**src/rtl/bsr_pkg.sv**
```systemverilog
`default_nettype none
package bsr_pkg;
  localparam int unsigned Window   = 64;
  localparam int unsigned MaxFlush = 64;
  localparam int unsigned SlotW    = $clog2(Window);
  localparam int unsigned CntW     = 7;
  localparam int unsigned QDepth   = 4;
  localparam int unsigned QPtrW    = $clog2(QDepth);

  // One accepted beat as packed by the front part.
  typedef struct packed {
    logic [31:0]     pos;
    logic [7:0]      value;
    logic            has_byte;
    logic            seg_last;
    logic            eof;
    logic [CntW-1:0] space;
  } cmd_t;
endpackage
`default_nettype wire

```
**src/rtl/bsr_if.sv**
```systemverilog
`default_nettype none
interface bsr_in_if;
  logic        valid;
  logic        ready;
  logic [31:0] byte_index;
  logic [7:0]  byte_value;
  logic        has_byte;
  logic        seg_last;
  logic        eof;
  logic [6:0]  out_space;
  modport source (output valid, byte_index, byte_value, has_byte, seg_last, eof, out_space,
                  input ready);
  modport sink (input valid, byte_index, byte_value, has_byte, seg_last, eof, out_space,
                output ready);
endinterface

interface bsr_out_if;
  logic       valid;
  logic       ready;
  logic [7:0] out_byte;
  logic       byte_valid;
  logic       run_last;
  logic [6:0] unassembled;
  logic       stream_ended;
  modport source (output valid, out_byte, byte_valid, run_last, unassembled, stream_ended,
                  input ready);
  modport sink (input valid, out_byte, byte_valid, run_last, unassembled, stream_ended,
                output ready);
endinterface
`default_nettype wire

```
**src/rtl/bsr_ram.sv**
```systemverilog
`default_nettype none
module bsr_ram #(
  parameter int unsigned Width = 8,
  parameter int unsigned Depth = 64
) (
  input  wire logic                     clk_i,
  input  wire logic                     we_i,
  input  wire logic [$clog2(Depth)-1:0] waddr_i,
  input  wire logic [Width-1:0]         wdata_i,
  input  wire logic [$clog2(Depth)-1:0] raddr_i,
  output logic [Width-1:0]              rdata_o
);
  logic [Width-1:0] mem_q [Depth];

  // Single write port, registered read port.
  always_ff @(posedge clk_i) begin
    if (we_i) mem_q[waddr_i] <= wdata_i;
    rdata_o <= mem_q[raddr_i];
  end
endmodule
`default_nettype wire

```
**src/rtl/bsr_queue.sv**
```systemverilog
`default_nettype none
module bsr_queue (
  input  wire logic          clk_i,
  input  wire logic          rst_ni,
  input  wire logic          push_i,
  input  wire bsr_pkg::cmd_t data_i,
  output logic               full_o,
  input  wire logic          pop_i,
  output bsr_pkg::cmd_t      data_o,
  output logic               empty_o
);
  import bsr_pkg::*;

  cmd_t             slot_q [QDepth];
  logic [QPtrW-1:0] wr_q, rd_q;
  logic [QPtrW:0]   cnt_q;

  assign full_o  = (cnt_q == (QPtrW+1)'(QDepth));
  assign empty_o = (cnt_q == '0);
  assign data_o  = slot_q[rd_q];

  // Small register queue between the front and the back.
  always_ff @(posedge clk_i) begin
    if (push_i) slot_q[wr_q] <= data_i;
  end

  always_ff @(posedge clk_i or negedge rst_ni) begin
    if (!rst_ni) begin
      wr_q  <= '0;
      rd_q  <= '0;
      cnt_q <= '0;
    end else begin
      if (push_i) wr_q <= wr_q + 1'b1;
      if (pop_i)  rd_q <= rd_q + 1'b1;
      cnt_q <= cnt_q + {{QPtrW{1'b0}}, push_i} - {{QPtrW{1'b0}}, pop_i};
    end
  end

`ifndef SYNTHESIS
  a_no_overflow: assert property (@(posedge clk_i) disable iff (!rst_ni) full_o |-> !push_i)
    else $error("queue overflow");
  a_no_underflow: assert property (@(posedge clk_i) disable iff (!rst_ni) empty_o |-> !pop_i)
    else $error("queue underflow");
  a_count: assert property (@(posedge clk_i) disable iff (!rst_ni)
      (push_i && !pop_i) |=> cnt_q == $past(cnt_q) + 1'b1)
    else $error("queue count slip");
`endif
endmodule
`default_nettype wire

```
**src/rtl/bsr_back.sv**
```systemverilog
`default_nettype none
module bsr_back (
  input  wire logic          clk_i,
  input  wire logic          rst_ni,
  input  wire bsr_pkg::cmd_t cmd_i,
  input  wire logic          cmd_empty_i,
  output logic               cmd_pop_o,
  bsr_out_if.source          out
);
  import bsr_pkg::*;

  typedef enum logic [2:0] {
    StCmd  = 3'b001,
    StScan = 3'b010,
    StEmit = 3'b100
  } state_e;

  state_e            state_q, state_d;
  logic [Window-1:0] valid_q;
  logic [31:0]       wpos_q;
  logic [CntW-1:0]   pend_q;
  logic              end_known_q;
  logic [32:0]       end_pos_q;
  logic [CntW-1:0]   limit_q, run_q, emit_q;
  logic              ram_we;
  logic [SlotW-1:0]  ram_waddr, ram_raddr;
  logic [7:0]        ram_rdata;
  logic              ob_valid_q, ob_bvalid_q, ob_last_q, ob_ended_q;
  logic [7:0]        ob_byte_q;
  logic [CntW-1:0]   ob_unas_q;
  logic              ob_free, rd_pending_q;
  logic [31:0]       offset;
  logic              in_win;
  logic [SlotW-1:0]  scan_slot, cmd_slot;
  logic              ended_now;

  assign offset    = cmd_i.pos - wpos_q;
  assign in_win    = cmd_i.has_byte && (offset < 32'(Window));
  assign cmd_slot  = cmd_i.pos[SlotW-1:0];
  assign scan_slot = SlotW'(wpos_q + 32'(run_q));
  assign ram_we    = (state_q == StCmd) && !cmd_empty_i && in_win;
  assign ram_waddr = cmd_slot;
  // While a read is waiting for the output register, keep addressing the slot just read.
  assign ram_raddr = SlotW'(wpos_q + 32'(emit_q) - {31'd0, rd_pending_q});
  assign ob_free   = !ob_valid_q || out.ready;
  assign cmd_pop_o = (state_q == StCmd) && !cmd_empty_i;
  assign ended_now = end_known_q && (end_pos_q == {1'b0, wpos_q + 32'(run_q)});

  bsr_ram #(.Width(8), .Depth(Window)) u_store (
    .clk_i, .we_i(ram_we), .waddr_i(ram_waddr), .wdata_i(cmd_i.value),
    .raddr_i(ram_raddr), .rdata_o(ram_rdata)
  );

  // Write a byte, then on a segment end scan the valid run and drain it a beat at a time.
  always_comb begin
    state_d = state_q;
    case (state_q)
      StCmd:  if (cmd_pop_o && cmd_i.seg_last) state_d = StScan;
      StScan: if (!(run_q < limit_q && valid_q[scan_slot])) state_d = StEmit;
      StEmit: if (ob_free && !rd_pending_q && (emit_q == run_q)) state_d = StCmd;
      default: state_d = StCmd;
    endcase
  end

  always_ff @(posedge clk_i or negedge rst_ni) begin
    if (!rst_ni) begin
      state_q      <= StCmd;
      valid_q      <= '0;
      wpos_q       <= '0;
      pend_q       <= '0;
      end_known_q  <= 1'b0;
      end_pos_q    <= '0;
      limit_q      <= '0;
      run_q        <= '0;
      emit_q       <= '0;
      ob_valid_q   <= 1'b0;
      rd_pending_q <= 1'b0;
    end else begin
      state_q <= state_d;
      if (ob_valid_q && out.ready) ob_valid_q <= 1'b0;
      case (state_q)
        StCmd: if (cmd_pop_o) begin
          if (in_win && !valid_q[cmd_slot]) begin
            valid_q[cmd_slot] <= 1'b1;
            pend_q            <= pend_q + 1'b1;
          end
          if (cmd_i.seg_last) begin
            limit_q <= (cmd_i.space > CntW'(MaxFlush)) ? CntW'(MaxFlush) : cmd_i.space;
            run_q   <= '0;
            emit_q  <= '0;
            if (cmd_i.eof) begin
              end_known_q <= 1'b1;
              end_pos_q   <= {1'b0, cmd_i.pos} + {32'd0, cmd_i.has_byte};
            end
          end
        end
        StScan: if (run_q < limit_q && valid_q[scan_slot]) begin
          run_q <= run_q + 1'b1;
        end else begin
          // Status fields for this segment are fixed here.
          pend_q     <= pend_q - run_q;
          ob_unas_q  <= pend_q - run_q;
          ob_ended_q <= ended_now;
          if (run_q == '0) begin
            ob_valid_q  <= 1'b1;
            ob_byte_q   <= 8'd0;
            ob_bvalid_q <= 1'b0;
            ob_last_q   <= 1'b1;
          end
        end
        StEmit: begin
          if (rd_pending_q && ob_free) begin
            ob_valid_q   <= 1'b1;
            ob_byte_q    <= ram_rdata;
            ob_bvalid_q  <= 1'b1;
            ob_last_q    <= (emit_q == run_q);
            rd_pending_q <= 1'b0;
          end else if (!rd_pending_q && emit_q != run_q) begin
            valid_q[ram_raddr] <= 1'b0;
            emit_q             <= emit_q + 1'b1;
            rd_pending_q       <= 1'b1;
          end
          if (ob_free && !rd_pending_q && emit_q == run_q) wpos_q <= wpos_q + 32'(run_q);
        end
        default: ;
      endcase
    end
  end

  assign out.valid        = ob_valid_q;
  assign out.out_byte     = ob_byte_q;
  assign out.byte_valid   = ob_bvalid_q;
  assign out.run_last     = ob_last_q;
  assign out.unassembled  = ob_unas_q;
  assign out.stream_ended = ob_ended_q;

`ifndef SYNTHESIS
  a_onehot: assert property (@(posedge clk_i) disable iff (!rst_ni) $onehot(state_q))
    else $error("state not one-hot");
  a_emit_bound: assert property (@(posedge clk_i) disable iff (!rst_ni) emit_q <= run_q)
    else $error("emitted past run");
  a_run_bound: assert property (@(posedge clk_i) disable iff (!rst_ni)
      run_q <= CntW'(MaxFlush))
    else $error("run beyond flush limit");
`endif
endmodule
`default_nettype wire

```
**src/rtl/byte_stream_reassembler.sv**
```systemverilog
// Channel  Direction  Beat contents
// in_ch    sink       byte_index, byte_value, has_byte, seg_last, eof, out_space
// out_ch   source     out_byte, byte_valid, run_last, unassembled, stream_ended
// A beat enters the queue when the queue is not full; the back part retires a beat that is not a
// segment end from StCmd. A segment end scans the valid map in StScan, then reads each
// run byte through the registered store read port in StEmit before returning to StCmd.
// Reset clears the valid map, positions and counts at once; no clearing pass.
// The input stalls only when the four-entry queue is full; the output register holds.
`default_nettype none
module byte_stream_reassembler (
  input wire logic  clk_i,
  input wire logic  rst_ni,
  bsr_in_if.sink    in_ch,
  bsr_out_if.source out_ch
);
  import bsr_pkg::*;

  cmd_t q_in, q_out;
  logic full, empty, pop;

  // Front part: pack the beat into a command.
  assign q_in.pos      = in_ch.byte_index;
  assign q_in.value    = in_ch.byte_value;
  assign q_in.has_byte = in_ch.has_byte;
  assign q_in.seg_last = in_ch.seg_last;
  assign q_in.eof      = in_ch.eof;
  assign q_in.space    = in_ch.out_space;
  assign in_ch.ready   = !full;

  bsr_queue u_queue (
    .clk_i, .rst_ni, .push_i(in_ch.valid && !full), .data_i(q_in), .full_o(full),
    .pop_i(pop), .data_o(q_out), .empty_o(empty)
  );

  bsr_back u_back (
    .clk_i, .rst_ni, .cmd_i(q_out), .cmd_empty_i(empty), .cmd_pop_o(pop), .out(out_ch)
  );
endmodule
`default_nettype wire

```
**src/flat_wrapper.sv**
```systemverilog
// flat-port wrapper written by rule: the top's interface ports become plain ports
module byte_stream_reassembler_flat import bsr_pkg::*;
  (clk_i, rst_ni, in_ch_valid, in_ch_byte_index, in_ch_byte_value, in_ch_has_byte, in_ch_seg_last, in_ch_eof, in_ch_out_space, in_ch_ready, out_ch_valid, out_ch_out_byte, out_ch_byte_valid, out_ch_run_last, out_ch_unassembled, out_ch_stream_ended, out_ch_ready);
  bsr_in_if in_ch_i ();
  bsr_out_if out_ch_i ();
  input wire logic clk_i;
  input wire logic rst_ni;
  input wire logic [$bits(in_ch_i.valid)-1:0] in_ch_valid;
  input wire logic [$bits(in_ch_i.byte_index)-1:0] in_ch_byte_index;
  input wire logic [$bits(in_ch_i.byte_value)-1:0] in_ch_byte_value;
  input wire logic [$bits(in_ch_i.has_byte)-1:0] in_ch_has_byte;
  input wire logic [$bits(in_ch_i.seg_last)-1:0] in_ch_seg_last;
  input wire logic [$bits(in_ch_i.eof)-1:0] in_ch_eof;
  input wire logic [$bits(in_ch_i.out_space)-1:0] in_ch_out_space;
  output wire logic [$bits(in_ch_i.ready)-1:0] in_ch_ready;
  output wire logic [$bits(out_ch_i.valid)-1:0] out_ch_valid;
  output wire logic [$bits(out_ch_i.out_byte)-1:0] out_ch_out_byte;
  output wire logic [$bits(out_ch_i.byte_valid)-1:0] out_ch_byte_valid;
  output wire logic [$bits(out_ch_i.run_last)-1:0] out_ch_run_last;
  output wire logic [$bits(out_ch_i.unassembled)-1:0] out_ch_unassembled;
  output wire logic [$bits(out_ch_i.stream_ended)-1:0] out_ch_stream_ended;
  input wire logic [$bits(out_ch_i.ready)-1:0] out_ch_ready;
  assign in_ch_i.valid = in_ch_valid;
  assign in_ch_i.byte_index = in_ch_byte_index;
  assign in_ch_i.byte_value = in_ch_byte_value;
  assign in_ch_i.has_byte = in_ch_has_byte;
  assign in_ch_i.seg_last = in_ch_seg_last;
  assign in_ch_i.eof = in_ch_eof;
  assign in_ch_i.out_space = in_ch_out_space;
  assign in_ch_ready = in_ch_i.ready;
  assign out_ch_valid = out_ch_i.valid;
  assign out_ch_out_byte = out_ch_i.out_byte;
  assign out_ch_byte_valid = out_ch_i.byte_valid;
  assign out_ch_run_last = out_ch_i.run_last;
  assign out_ch_unassembled = out_ch_i.unassembled;
  assign out_ch_stream_ended = out_ch_i.stream_ended;
  assign out_ch_i.ready = out_ch_ready;
  byte_stream_reassembler u_core (.clk_i(clk_i), .rst_ni(rst_ni), .in_ch(in_ch_i), .out_ch(out_ch_i));
endmodule
```
**config.mk**
```make
export PLATFORM = sky130hd
export DESIGN_NAME = byte_stream_reassembler_flat
export DESIGN_NICKNAME = d
export VERILOG_FILES = /design/src/rtl/bsr_pkg.sv /design/src/rtl/bsr_if.sv /design/src/rtl/bsr_ram.sv /design/src/rtl/bsr_queue.sv /design/src/rtl/bsr_back.sv /design/src/rtl/byte_stream_reassembler.sv /design/src/flat_wrapper.sv
export SDC_FILE = /design/constraint.sdc
export NUM_CORES = 1
export LEC_CHECK = 0
export BUFFER_PORTS_ARGS = -buffer_cell sky130_fd_sc_hd__buf_2
export CAP_MARGIN = 20
export CORE_MARGIN = 2
export CORE_UTILIZATION = 50
export CTS_CLUSTER_DIAMETER = 60
export DETAILED_ROUTE_END_ITERATION = 6
export PLACE_DENSITY_LB_ADDON = 0.2
export SLEW_MARGIN = 20
export SYNTH_ARGS = -nofsm -noshare
export SYNTH_HDL_FRONTEND = slang
export SYNTH_SLANG_ARGS = --single-unit
```
**constraint.sdc**
```tcl
create_clock -name clk_i -period 18.8 [get_ports clk_i]
set_input_delay 1.88 -clock clk_i [delete_from_list [all_inputs] [get_ports clk_i]]
set_output_delay 1.88 -clock clk_i [all_outputs]
set_load 0.03 [all_outputs]
```
Word level (Yosys, flattened, before mapping)
Memories as Yosys holds them, arrays and structs flattened. A register that Yosys moved wholly into a read port is not among the register bits.
Index checks and enable logic that the tools add are counted.

storage, ports and cells
  bits in writable memories = 712
  logic and storage cells = 154
  memories = 2
  bits in registers = 188

operators by class
  bitwise operators = 4
  reductions and logical operators = 38
  equality and inequality tests = 18
  $lt $le $gt $ge = 8
  $add $sub $neg = 13
  muxes and demuxes = 52

memory list
  name                         words  bits a word  rd ports  clocked after Yosys merged registers in  write ports  RTL line         source
  u_core.u_back.u_store.mem_q  64     8            1         1                                        1            bsr_ram.sv:13    logic [Width-1:0] mem_q [Depth];
  u_core.u_queue.slot_q        4      50           1         0                                        1            bsr_queue.sv:14  cmd_t slot_q [QDepth];

operators with widths
  kind                 count
  $mux 64              4
  $pmux 64 s2          1
  $and 64x64->64       1
  $not 64->64          1
  $or 64x64->64        1
  $mux 7               9
  $pmux 7 s2           3
  $add 32x1->33        1
  $eq 33x32->1         1
  $add 32x7->32        1
  $lt 32x7->1 const B  1
  $sub 32x32->32       1
  $mux 8               3
  $add 7x1->7 const B  3
  $lt 6x7->1 const B   3
  $mux 1               20
  $ne 2x2->1 const B   9
  $pmux 8 s2           1
  $logic_and 1x1->1    15
  $reduce_and 5->1     3
  $bmux 1 s6           2
  $demux 1 s6          2
  $ge 6x1->1 const B   2
  $reduce_and 4->1     3
  25 further kinds     42

Logic depth before layout (Yosys ltp)
  depth in word-level cells = 11
  depth in mapped cells = 20

Hierarchy
From an unflattened synthesis, not the netlist that was laid out.

unflattened totals
  cells, all modules = 2755
  area, all modules = 41300.9 um2

modules (own cells, without submodules)
  module                   seq. area each (um2)  cells each  instances  area an instance (um2)
  bsr_ram                  15534.9               940         1          20166.8
  bsr_back                 4620.7                1517        1          13459.2
  bsr_queue                6180.9                296         1          7664.9
  byte_stream_reassembler  0.0                   2           1          10.0

Least setup slack after synthesis
No wires, ideal clock.

  path type = flip-flop to flip-flop
  from = register u_core.u_queue.rd_q[0]
  to = memory u_core.u_back.u_store.mem_q[13][0] (enable)
  arrival time = 6.260 ns
  buffers on the path = 5
  setup slack = 12.170 ns
  cell stages (with the launch flop) = 19
  cells stage by stage = dfrtp_1 -> buf_2 -> buf_1 -> buf_2 -> buf_2 -> mux4_2 -> ha_1 -> clkbuf_1 -> a21oi_1 -> o21a_1 -> nor2_1 -> or3_1 -> or4_1 -> or4_1 -> nor4_1 -> nand3_1 -> nor4b_4 -> nand4_1 -> nor2_1

between the ends
  word-level cells in the longest chain between the ends = 7

RTL lines
  item                          RTL line         source
  from (decl)                   bsr_queue.sv:15  logic [QPtrW-1:0] wr_q, rd_q;
  from (signal assigned)        bsr_queue.sv:34  if (pop_i) rd_q <= rd_q + 1'b1;
  $mem_v2 4x50 (*)              -
  $sub 32x32->32                bsr_back.sv:37   assign offset = cmd_i.pos - wpos_q;
  $lt 32x7->1                   bsr_back.sv:38   assign in_win = cmd_i.has_byte && (offset < 32'(Window));
  $logic_and 1x1->1             bsr_back.sv:38
  $logic_and 1x1->1             bsr_back.sv:41   assign ram_we = (state_q == StCmd) && !cmd_empty_i && in_win;
  $mux 1                        bsr_ram.sv:17    if (we_i) mem_q[waddr_i] <= wdata_i;
  $mux 1 (implied by the code)  bsr_ram.sv:17
  to (decl)                     bsr_ram.sv:13

Mark *: on every way between the ends. The rest lies on a longest branch, timed or not.

Worst setup path after layout
  from = register u_core.u_queue.rd_q[0]
  to = memory u_core.u_back.u_store.mem_q[60][5] (enable)

Same word-level chain as after synthesis.

==> impl_metrics.yaml <==
synthesis:
  avgSynthCellArea_um2: 14.1
  synth_area_leaders: "edfxtp_1, dfrtp_1, mux4_2, a22oi_1, ha_1"
  synth_xor_area_share_pct: 3.37
  synthesis.area_um2: 39500
  yosysWarnings: 0
  ys_seq_elements: 908
  synthAdderAreaFrac_pct: 2.45
  synth_cells: 2798
  ys_seq_area_share_pct: 66.6
  synth_mux_area_share_pct: 5.07
  yosysTopAreaCell: "edfxtp_1"
  synth_top_family_by_area: "compound AO/OA/AOI/OAI gates"
  synthFlopType: "edfxtp_1"
  syn-num-nets: 2927
  synth_cell_type_count: 75
  synth_edf_count: 730
  synth_simple_gate_area_share_pct: 8.24
  ys_async_sr_fraction_pct: 18.7
  synth_top_area_share_pct: 55.5
  synth-compound-area-share_pct: 11.9
route:
  ant_nets: 0
  wl_per_cell_um: 27.2
  drtIter0Drc: 2705
  vias_per_cell: 6.44
  vias: 25700
  drt-pass1-iter-count: 6
  drcViolationCount: 0
  totalWireLength_um: 108000
global_routing:
  globalRoute.busiestLayer: "met2"
  grt_max_degree: 136
  antenna_found_initial: 7
  use_met1_pct: 36.1
  grt-ovfl-total: 0
  grt_pass1_vias: 25100
  grt_pass1_wl_um: 162000
  use_met3_pct: 3.71
  grtUsageMet2_pct: 43.7
  globalRouteTotalUtil_pct: 26.5
power_and_ir_drop:
  clkPwrFrac_pct: 26.4
  switchingPower_mw: 2.97
  cell_internal_pwr_mw: 4.65
  max-vdd-ir-drop_mv: 0.165
  seqPwrFrac_pct: 35.1
  p_sw_share_pct: 39.0
  power_density_nw_per_um2: 172
  p_leak_nw: 15.2
  combinationalPowerShare_pct: 38.5
run_status:
  status: "finished clean"
layout:
  fin_util_pct: 56.5
  instances_no_fill: 3984
  fin_area_um2: 44400
  syn_to_final_growth_pct: 12.4
  drive_gt1_share_pct: 13.0
  final.fill_count: 6202
  layout.nets: 2978
worst_setup_path:
  critPathLaunchType: "flop"
  reg2reg_depth: 14
  critical_path_class: "flop to flop"
  cp-endpoint: "u_core.u_back.u_store.mem_q[60][5]$_DFFE_PP_"
  reg2reg_to: "u_core.u_back.u_store.mem_q[60][5]$_DFFE_PP_"
  r2r_slack_ns: 11.08
  worstPathArrival_ns: 8.00
  worstPathMaxFanout: 37
  crit_required_ns: 19.08
  endpoint_kind: "flop"
  crit_start: "u_core.u_queue.rd_q[0]$_DFFE_PN0P_"
  rr_startpoint: "u_core.u_queue.rd_q[0]$_DFFE_PN0P_"
clock_network:
  cts.sinks: 908
  root_buffer: "clkbuf_16"
  htreeDepth: 3
  cts_resized: 0
  cts_tree: "done"
  cts_hold_buffers: 0
  clk_pin_slew_ns: 0.06
  insertion_delay_ns: 0.68
  clockBufferDepth: 3
  cts_buffers: 97
  post_cts_buffers: 0
timing:
  period_needed_ns: 7.72
  relSlewSlack_pct: 28.1
  holdWs_ns: 0.474
  tns_ns: 0
  slew_violations: 0
  max_freq_mhz: 130
  fin_skew_ns: 0.0387
  finalCritPeriodShare_pct: 41.1
  finalSetupViolCount: 0
  hold_viol: 0
  worst_slew_pin_slew_ns: 1.07
  rsz0062_at_grt: "no"
place:
  hpwl_um: 70100
  gp_congestion: 0.947
  dpl_cell_area_um2: 41000
  dp.cells: 3799
  port_buffers: 73
floorplan:
  core_um2: 78600
  dieArea_um2: 81300
  die_h_um: 285
  ios: 74
  fp.dieW_um: 285
  rows: 103
  initial_core_util_pct: 50.3
flow_run:
  maxCapViolations: 0
min_path:
  hp-class: "flop to flop"
## logic make-up (layout without fill, tap and decap cells)
family,count (synthesis),in the layout
adder cells (fa/ha/maj),75,75
AND/OR/NAND/NOR,669,669
multiplexers,105,105
XOR/XNOR,152,152
other,0,3
flip-flops,908,908
AO/OA/AOI/OAI,648,648
buffers and inverters,241,374
## per-stage QoR
step | power (mW) | setup slack (ns)
4_1_cts | 7.62 | 10.99
6_report | 7.62 | 11.08
2_1_floorplan | 4.53 | 12.17
3_3_place_gp | 5.60 | 11.12
5_1_grt | 7.94 | 10.61
3_5_place_dp | 5.61 | 11.03
## state kept, by name (all words and copies together), names as in the netlist, 2 cells and up
register / count
u_core.u_back.emit_q: 7
u_core.u_back.end_pos_q: 33
u_core.u_back.limit_q: 7
u_core.u_back.out.out_byte: 8
u_core.u_back.out.unassembled: 7
u_core.u_back.pend_q: 7
u_core.u_back.run_q: 7
u_core.u_back.state_q: 3
u_core.u_back.u_store.mem_q: 512
u_core.u_back.u_store.rdata_o: 8
u_core.u_back.valid_q: 64
u_core.u_back.wpos_q: 32
u_core.u_queue.cnt_q: 3
u_core.u_queue.rd_q: 2
u_core.u_queue.slot_q: 200
u_core.u_queue.wr_q: 2
## worst max-delay path, cell delays in order, from the launching register on
cell and delay, ns:
dfrtp_4 0.66, buf_4 0.66, mux4_2 0.64, ha_1 0.45, a21oi_1 0.25, o21a_1 0.19, nor2_1 0.07, or3_1 0.39
or4_1 0.52, or4_1 0.52, nor4_1 0.30, nand3_1 0.16, nor4b_4 0.66, nand4_1 0.91, nor2_1 0.89
## area by class of cell
cell class / instances / area, um2 / share of cell area, %
antenna: 3 / 7.51 / 0.0169
clock buffer: 115 / 2570 / 5.78
clock inverter: 66 / 846 / 1.90
inverter: 86 / 323 / 0.727
multi-input combinational: 1649 / 12400 / 27.8
sequential: 908 / 26300 / 59.3
tap: 1050 / 1310 / 2.96
timing repair buffer: 107 / 659 / 1.48
## synth_stat cells, types with 5 or more instances
| cell | number |
|---|---|
| buf_1 | 23 |
| xor2_1 | 51 |
| nor3b_1 | 5 |
| dfrtp_1 | 169 |
| nor3_1 | 90 |
| and3_1 | 23 |
| ha_1 | 71 |
| xnor2_1 | 101 |
| o31ai_1 | 5 |
| or4_1 | 9 |
| a221oi_1 | 66 |
| a22o_1 | 65 |
| a211oi_1 | 8 |
| o21bai_1 | 9 |
| nand4_1 | 32 |
| mux4_2 | 75 |
| o22ai_1 | 5 |
| nor2_1 | 149 |
| nand2b_1 | 11 |
| a221o_1 | 5 |
| or2_2 | 6 |
| dfxtp_1 | 8 |
| o21a_1 | 10 |
| edfxtp_1 | 730 |
| a31oi_1 | 74 |
| buf_2 | 8 |
| a21o_1 | 18 |
| mux2i_1 | 19 |
| or3_1 | 9 |
| nor4_1 | 33 |
| nand3_1 | 56 |
| nand2_1 | 184 |
| inv_1 | 84 |
| clkbuf_1 | 123 |
| and2_1 | 24 |
| a41oi_1 | 5 |
| o21ai_0 | 84 |
| nand3b_1 | 10 |
| nor2b_1 | 10 |
| a21oi_1 | 62 |
| a22oi_1 | 131 |
| mux2_2 | 10 |
| o22a_1 | 66 |
## per-layer routing
metal	vias up	share of wire [%]
met5	-	0
met4	0	3.6
met3	239	7.5
met2	1375	49
met1	13000	40
li1	11100	-
## power by group through the flow
| stage | clock network (mW) | logic, mW | registers, mW |
|---|---|---|---|
| 2_1_floorplan | 0 | 1.86 | 2.68 |
| 3_3_place_gp | 0 | 2.89 | 2.71 |
| 3_5_place_dp | 0 | 2.90 | 2.72 |
| 4_1_cts | 2.03 | 2.91 | 2.68 |
| 5_1_grt | 2.11 | 3.14 | 2.69 |
| 6_report | 2.01 | 2.94 | 2.68 |
## how the worst min path moves through the flow
stage                                                    to  cells past startpoint                                    start  slack (ns)
finish                u_core.u_back.end_known_q$_DFFE_PN0P_                      1    u_core.u_back.end_known_q$_DFFE_PN0P_        0.47
global route          u_core.u_back.end_known_q$_DFFE_PN0P_                      1    u_core.u_back.end_known_q$_DFFE_PN0P_        0.49
CTS                   u_core.u_back.end_known_q$_DFFE_PN0P_                      1    u_core.u_back.end_known_q$_DFFE_PN0P_        0.47
detailed placement    u_core.u_back.end_known_q$_DFFE_PN0P_                      1    u_core.u_back.end_known_q$_DFFE_PN0P_        0.45
global placement      u_core.u_back.end_known_q$_DFFE_PN0P_                      1    u_core.u_back.end_known_q$_DFFE_PN0P_        0.45
floorplan           u_core.u_back.end_pos_q[32]$_DFFE_PN0P_                      2  u_core.u_back.end_pos_q[32]$_DFFE_PN0P_        0.43
## placed cells by master (no fill, tap or decap), types with 67 or more instances in the layout
master,count
ha_1,71
nor3_1,88
a22oi_1,131
mux4_2,67
nand2_1,183
clkbuf_16,98
dfrtp_1,167
inv_1,84
nor2_1,143
xnor2_1,100
o21ai_0,84
edfxtp_1,730
buf_2,72
a31oi_1,74
Power figures use the tool's default switching activity.
